[src/rtl/nsd_pkg.sv]
package nsd_pkg;

	localparam int BYTE_W  = 8;
	localparam int LEN_W   = 20;
	localparam int ACCUM_W = 30;

	localparam logic [LEN_W-1:0]  HARD_MAX_LENGTH = 20'd1000000;
	localparam logic [BYTE_W-1:0] CHAR_COLON      = 8'h3A;
	localparam logic [BYTE_W-1:0] CHAR_COMMA      = 8'h2C;
	localparam logic [BYTE_W-1:0] CHAR_ZERO       = 8'h30;
	localparam logic [BYTE_W-1:0] CHAR_NINE       = 8'h39;

	typedef enum logic [1:0] {
		PH_PREFIX  = 2'd0,
		PH_PAYLOAD = 2'd1,
		PH_COMMA   = 2'd2,
		PH_ERROR   = 2'd3
	} phase_t;

	typedef enum logic [1:0] {
		KIND_DATA  = 2'd0,
		KIND_DONE  = 2'd1,
		KIND_ERROR = 2'd2
	} kind_t;

	typedef struct packed {
		kind_t             kind;
		logic [BYTE_W-1:0] data;
		logic [LEN_W-1:0]  length;
	} result_t;

endpackage

[src/rtl/nsd_core.sv]
module nsd_core #(
	parameter int MAX_PREFIX_BYTES = 10
) (
	input  logic                   clk,
	input  logic                   arst_n,
	input  logic                   step,
	input  logic [7:0]             data_in,
	input  logic [19:0]            limit,
	output logic                   res_valid,
	output nsd_pkg::result_t       res
);
	import nsd_pkg::*;

	localparam int CW = (MAX_PREFIX_BYTES > 1) ? $clog2(MAX_PREFIX_BYTES) : 1;

	phase_t             phase_q, phase_d;
	logic [ACCUM_W-1:0] accum_q, accum_d;
	logic [CW-1:0]      count_q, count_d;
	logic [LEN_W-1:0]   left_q, left_d;

	logic               is_colon, is_comma, is_digit, over_limit, prefix_full;
	logic [ACCUM_W-1:0] accum_next;
	logic [LEN_W-1:0]   left_dec;

	assign is_colon    = (data_in == CHAR_COLON);
	assign is_comma    = (data_in == CHAR_COMMA);
	assign is_digit    = (data_in >= CHAR_ZERO) && (data_in <= CHAR_NINE);
	assign over_limit  = (accum_q > {{(ACCUM_W-LEN_W){1'b0}}, limit});
	assign prefix_full = (count_q >= CW'(MAX_PREFIX_BYTES - 1));
	// Times ten as two shifted copies plus the new digit.
	assign accum_next  = {accum_q[ACCUM_W-4:0], 3'b000} + {accum_q[ACCUM_W-2:0], 1'b0}
		+ {{(ACCUM_W-BYTE_W){1'b0}}, data_in - CHAR_ZERO};
	assign left_dec    = left_q - LEN_W'(1);

	always_comb begin
		phase_d = phase_q;
		accum_d = accum_q;
		count_d = count_q;
		left_d  = left_q;
		if (step) begin
			unique case (phase_q)
				PH_PREFIX: begin
					if (is_colon) begin
						if (over_limit) begin
							phase_d = PH_ERROR;
						end else begin
							left_d  = accum_q[LEN_W-1:0];
							phase_d = (accum_q[LEN_W-1:0] == '0) ? PH_COMMA : PH_PAYLOAD;
						end
					end else if (prefix_full || !is_digit) begin
						phase_d = PH_ERROR;
					end else begin
						accum_d = accum_next;
						count_d = count_q + CW'(1);
					end
				end
				PH_PAYLOAD: begin
					left_d = left_dec;
					if (left_dec == '0) begin
						phase_d = PH_COMMA;
					end
				end
				PH_COMMA: begin
					if (!is_comma) begin
						phase_d = PH_ERROR;
					end else begin
						phase_d = PH_PREFIX;
						accum_d = '0;
						count_d = '0;
						left_d  = '0;
					end
				end
				PH_ERROR: begin
					phase_d = PH_ERROR;
				end
				default: begin
					phase_d = PH_ERROR;
				end
			endcase
		end
	end

	always_comb begin
		res_valid  = 1'b0;
		res.kind   = KIND_ERROR;
		res.data   = '0;
		res.length = '0;
		if (step) begin
			unique case (phase_q)
				PH_PREFIX: begin
					res_valid = is_colon ? over_limit : (prefix_full || !is_digit);
				end
				PH_PAYLOAD: begin
					res_valid = 1'b1;
					res.kind  = KIND_DATA;
					res.data  = data_in;
				end
				PH_COMMA: begin
					res_valid = 1'b1;
					if (is_comma) begin
						res.kind   = KIND_DONE;
						res.length = accum_q[LEN_W-1:0];
					end
				end
				PH_ERROR: begin
					res_valid = 1'b0;
				end
				default: begin
					res_valid = 1'b0;
				end
			endcase
		end
	end

	always_ff @(posedge clk or negedge arst_n) begin
		if (!arst_n) begin
			phase_q <= PH_PREFIX;
			accum_q <= '0;
			count_q <= '0;
			left_q  <= '0;
		end else begin
			phase_q <= phase_d;
			accum_q <= accum_d;
			count_q <= count_d;
			left_q  <= left_d;
		end
	end

	a_error_sticky: assert property (@(posedge clk) disable iff (!arst_n)
		phase_q == PH_ERROR |=> phase_q == PH_ERROR)
		else $error("error phase left before reset");

	a_error_silent: assert property (@(posedge clk) disable iff (!arst_n)
		phase_q == PH_ERROR |-> !res_valid)
		else $error("result produced in error phase");

	a_payload_left: assert property (@(posedge clk) disable iff (!arst_n)
		phase_q == PH_PAYLOAD |-> left_q != '0)
		else $error("payload phase with no bytes left");

endmodule

[src/rtl/netstring_deframer.sv]
// Channel | Direction | Handshake           | Beat contents
// --------+-----------+---------------------+------------------------------------
// in      | input     | in_valid / in_ready | in_byte: one stream byte
// out     | output    | out_valid/out_ready | kind, out_byte, message_length
// cfg     | input     | cfg_valid/cfg_ready | cfg_data: max_length (20 bits)
//
// One input beat can be taken every cycle. A byte is decoded combinationally in
// the cycle it is accepted, and its result, if any, is in the output register
// right after that edge. The input is ready when the output register is empty or
// being drained, so a held result stalls the input only while out_ready is low.
// Reset puts the decoder in the prefix phase with a zero length and max_length at
// 1000000. Configuration is always ready; a write applies to the bytes after it.
module netstring_deframer #(
	parameter int MAX_PREFIX_BYTES = 10
) (
	input  logic        clk,
	input  logic        arst_n,
	input  logic        in_valid,
	output logic        in_ready,
	input  logic [7:0]  in_byte,
	output logic        out_valid,
	input  logic        out_ready,
	output logic [1:0]  kind,
	output logic [7:0]  out_byte,
	output logic [19:0] message_length,
	input  logic        cfg_valid,
	output logic        cfg_ready,
	input  logic [19:0] cfg_data
);
	import nsd_pkg::*;

	// The length limit is kept already saturated to the hard maximum, since
	// only the saturated value is ever compared against.
	logic [LEN_W-1:0] limit_q;

	logic    step;
	logic    res_valid;
	result_t res;

	// Output register: holds one finished result until the consumer takes it.
	logic    out_valid_q;
	result_t out_q;

	assign cfg_ready = 1'b1;
	assign in_ready  = !out_valid_q || out_ready;
	assign step      = in_valid && in_ready;

	always_ff @(posedge clk or negedge arst_n) begin
		if (!arst_n) begin
			limit_q <= HARD_MAX_LENGTH;
		end else if (cfg_valid && cfg_ready) begin
			limit_q <= (cfg_data > HARD_MAX_LENGTH) ? HARD_MAX_LENGTH : cfg_data;
		end
	end

	nsd_core #(
		.MAX_PREFIX_BYTES(MAX_PREFIX_BYTES)
	) u_core (
		.clk      (clk),
		.arst_n   (arst_n),
		.step     (step),
		.data_in  (in_byte),
		.limit    (limit_q),
		.res_valid(res_valid),
		.res      (res)
	);

	// The valid flag is control state and is reset; the result payload is not.
	always_ff @(posedge clk or negedge arst_n) begin
		if (!arst_n) begin
			out_valid_q <= 1'b0;
		end else if (in_ready) begin
			out_valid_q <= res_valid;
		end
	end

	always_ff @(posedge clk) begin
		if (in_ready && res_valid) begin
			out_q <= res;
		end
	end

	assign out_valid      = out_valid_q;
	assign kind           = out_q.kind;
	assign out_byte       = out_q.data;
	assign message_length = out_q.length;

	a_hold_blocks_input: assert property (@(posedge clk) disable iff (!arst_n)
		(out_valid_q && !out_ready) |-> !in_ready)
		else $error("input accepted while a result is held");

	a_byte_only_data: assert property (@(posedge clk) disable iff (!arst_n)
		(out_valid_q && out_q.kind != KIND_DATA) |-> out_q.data == '0)
		else $error("nonzero byte on a non-data result");

	a_length_only_done: assert property (@(posedge clk) disable iff (!arst_n)
		(out_valid_q && out_q.kind != KIND_DONE) |-> out_q.length == '0)
		else $error("nonzero length on a non-complete result");

endmodule
[config.mk]
export PLATFORM = sky130hd
export DESIGN_NAME = netstring_deframer
export DESIGN_NICKNAME = d
export VERILOG_FILES = /design/src/rtl/nsd_pkg.sv /design/src/rtl/nsd_core.sv /design/src/rtl/netstring_deframer.sv
export SDC_FILE = /design/constraint.sdc
export NUM_CORES = 1
export LEC_CHECK = 0
export ABC_AREA = 1
export BUFFER_PORTS_ARGS = -buffer_cell sky130_fd_sc_hd__clkbuf_2
export CAP_MARGIN = 15
export CORE_ASPECT_RATIO = 0.75
export CORE_MARGIN = 3
export CORE_UTILIZATION = 50
export CTS_CLUSTER_SIZE = 30
export DETAILED_ROUTE_END_ITERATION = 10
export PLACE_DENSITY = 0.68
export SKIP_CTS_REPAIR_TIMING = 1
export SYNTH_ARGS = -nofsm -noshare
export SYNTH_HDL_FRONTEND = slang
export SYNTH_HIERARCHICAL = 1
export SYNTH_SLANG_ARGS = --single-unit
export TNS_END_PERCENT = 5
[constraint.sdc]
create_clock -name clk -period 4.2 [get_ports clk]
set_input_delay 0.63 -clock clk [delete_from_list [all_inputs] [get_ports clk]]
set_output_delay 0.63 -clock clk [all_outputs]
set_load 0.03 [all_outputs]
==> out/qor.txt <==
Max VDD drop - 0.413 mV
Die Width - 153 um
Delay-heaviest family, CP - adder cells
Largest net degree at the start of global routing - 78
Final max-slew violation count - 0
Post-synthesis sequential area ratio - 35.1%
Initial core utilization - 52.1%
Worst slack, placed - 0.847 ns
Grt ovf - 0
DP HPWL - 16.2 mm
Worst-path clk slew - 0.08 ns
Area Overhead vs Synth - 9.61%
First-pass GRT wire length - 34.8 mm
Crit path buffers/inverters - 2
Total number of vias - 7275
FF-to-FF End - u_core/accum_q[21]$_DFFE_PN0P_
Gpl congestion - 0.937
Post-Route WL - 21.0 mm
TritonRoute pass-1 iters - 5
CTS sink count - 107
Initial antenna violation count - 0
Worst reg2reg path depth - 15
CP max-delay cell - fa_1
All-Layer GR Usage - 24.5%
EDFF count, synth - 30
Share of layout cells above drive strength 1 - 10.2%
Via-per-instance ratio - 5.33
Final period util - 71.8%
Yosys reg bits - 107
Met3 global-route usage - 5.74%
Mapped Nets - 1218
Mapped Cells - 1097
Slew @ Worst Pin - 1.03 ns
Synth Flop Type - dfrtp_1
Fin Setup TNS - 0 ns
Critical Path Sink Type - register
FP Rows - 39
Yosys synthesis warning count - 6
# H-tree levels - 3
I/O Buffers - 64
Critical Path Most Common Cell - nand2_1
Status - completed
CTS tree - done
Cts bufs inserted - 9
P per Cell Area - 839 mW/mm^2
Clk buf depth - 2
GRT busiest layer - met2
WL/cell - 15.4 um
Crit Reg-Reg Startpoint - u_core/accum_q[1]$_DFFE_PN0P_
Full die area - 0.0177 mm^2
Crit path DAT - 3.25 ns
Synth area leaders - dfrtp_1 22%, nand2_1 13%, ha_1 13%, edfxtp_1 11%, inv_1 7.5%
Hold/Removal Path Class - in2async
Worst-Skew Late Latency - 0.36 ns
Initial DRC Count - 562
Synth area leader - dfrtp_1
Kind of critical path - in2reg
Nets - 1275
Reg-to-reg setup timing slack - 1.22 ns
Die Height - 116 um
Total of max-cap violations - 0
Clk_skew - 0.00721 ns
Crit path cell chain - clkbuf_2, ha_1, xor2_1, fa_1, inv_1, ha_1, nand2_1, nand2_1, a21oi_1, nand2_1, nand2_1, nand2_1, nand3_1, nand2_1, or2_2, nand3_1, o21ai_0
Worst setup margin - 1.19 ns
Synth cell types - 49
Slew headroom - 31.6%
Residual DRC - 0
Footprint of the multi-input gates - 0.00452 mm^2
Period minus WS final - 3.01 ns
Startpoint Class - input port
Leakage - 4.55 nW
IO Pins - 66
Worst-path fanout max - 5
Root Buffer - clkbuf_16
Number of inserted diodes - 0
GR Util met2 - 37.5%
CORE AREA - 0.0155 mm^2
Post-synthesis cell area - 0.00809 mm^2
Placed Cells incl. Taps - 1348
FF+latch area - 0.00284 mm^2
Fraction of registers with async set/reset - 72.0%
Unrepaired setup endpoints after global routing - no
Post-route ant nets - 0
Fill cells - 1484
Final setup fails - 0
Fin. Hold Viols - 0
M1 GR Usage - 36.1%
Top-area cell type share of the netlist area - 21.7%
Achievable Freq - 0.332 GHz
Required @ worst endpoint - 4.44 ns
Avg Cell Area, Syn - 7.37 um^2
Slowest stage delay, CP - 0.49 ns
Final non-filler cell total - 1364
Vias in the first global route - 6695
==> cell families (layout without fill, tap and decap cells) <==
| family | Yosys count | in the layout | share of synthesized area, % |
|---|---|---|---|
| other | 1 | 1 | 0.0464 |
| buffers and inverters | 185 | 247 | 9.02 |
| XOR/XNOR | 19 | 19 | 2.06 |
| AND/OR/NAND/NOR | 526 | 526 | 27.4 |
| adder cells (fa/ha/maj) | 88 | 88 | 14.2 |
| AO/OA/AOI/OAI | 171 | 171 | 12.3 |
| flip-flops | 107 | 107 | 35.1 |
==> cell usage after synthesis, drive strengths merged, types with 2 or more instances <==
| cell | n |
|---|---|
| a21o | 5 |
| edfxtp | 30 |
| nor4 | 2 |
| dfrtp | 70 |
| fa | 6 |
| buf | 9 |
| nand4 | 12 |
| o22ai | 25 |
| xnor2 | 8 |
| dfstp | 7 |
| o21bai | 4 |
| a22oi | 7 |
| clkbuf | 13 |
| o21ai | 57 |
| nand2 | 294 |
| xor2 | 11 |
| inv | 163 |
| nand3b | 3 |
| a21boi | 4 |
| o211ai | 2 |
| a31oi | 3 |
| ha | 82 |
| a21oi | 60 |
| nand3 | 49 |
| nor3 | 31 |
| nor2 | 132 |
| and2 | 2 |
==> metrics by stage <==
step                utilization, %  cell area [um^2]  hold slack (ns)  power [W]
finish                        57.1              8860            0.433    0.00743
global route                  57.1              8860            0.457    0.00820
CTS                           57.1              8860            0.449    0.00740
detailed placement            55.3              8580            0.456    0.00654
global placement              55.3              8580            0.456    0.00651
floorplan                        -              8090            0.334    0.00531
==> registers in the layout (all words and copies together), names as in the netlist <==
register / flops
out_valid: 1
limit_q: 20
kind: 2
u_core/accum_q: 30
out_byte: 8
u_core/count_q: 4
u_core/phase_q: 2
message_length: 20
u_core/left_q: 20
==> area by class of cell <==
cell class                 count  share of cell area, %
multi-input combinational    805                   51.0
sequential                   107                   32.0
inverter                     163                   6.93
timing repair buffer          68                   3.98
tap                          205                   2.89
clock buffer                  10                   2.58
clock inverter                 6                  0.565
==> layout by cell type (no fill, tap or decap), types with 2 or more instances in the layout <==
master     synthesis  final
a21boi_0           4      4
a21o_1             5      5
a21oi_1           56     55
a21oi_2            3      4
a22oi_1            7      7
a31oi_1            3      3
buf_4              1      5
clkbuf_16          0      9
clkbuf_2           0     63
clkinv_4           0      4
dfrtp_1           70     70
dfstp_2            7      7
edfxtp_1          30     30
fa_1               6      6
ha_1              82     82
inv_1            161    161
nand2_1          285    285
nand2_2            8      8
nand3_1           49     49
nand3b_1           3      3
nand4_1           12     12
nor2_1           123    123
nor2_2             5      5
nor2_4             3      3
nor3_1            30     30
nor4_1             2      2
o211ai_1           2      2
o21ai_0           50     50
o21ai_1            6      6
o21bai_1           4      4
o22ai_1           24     24
xnor2_1            8      8
xor2_1            11     11
==> routing by layer <==
layer,up-vias,share of wire (%)
met3,12,7.5
met5,-,0
met1,3332,49
met2,239,42
li1,3692,-
met4,0,0.87
==> how the worst max path moves through the flow <==
| stage | from | to | slack [ns] | cells past startpoint |
|---|---|---|---|---|
| 2_1_floorplan | out_ready | kind[0]$_DFFE_PP_ | 0.63 | 8 |
| 3_3_place_gp | in_byte[4] | u_core/accum_q[21]$_DFFE_PN0P_ | 0.90 | 17 |
| 3_5_place_dp | in_byte[4] | u_core/accum_q[21]$_DFFE_PN0P_ | 0.85 | 17 |
| 4_1_cts | in_byte[4] | u_core/accum_q[21]$_DFFE_PN0P_ | 1.24 | 17 |
| 5_1_grt | u_core/accum_q[6]$_DFFE_PN0P_ | u_core/accum_q[21]$_DFFE_PN0P_ | 1.01 | 15 |
| 6_report | in_byte[4] | u_core/accum_q[21]$_DFFE_PN0P_ | 1.19 | 17 |
==> report_power, final <==
| part | switching [W] | internal, W | total, W |
|---|---|---|---|
| registers | 0.000384 | 0.00145 | 0.00183 |
| logic | 0.00315 | 0.00162 | 0.00477 |
| clock network | 0.000417 | 0.000410 | 0.000827 |
| total | 0.00395 | 0.00348 | 0.00743 |
No activity file was read; power rests on OpenSTA's default activity.
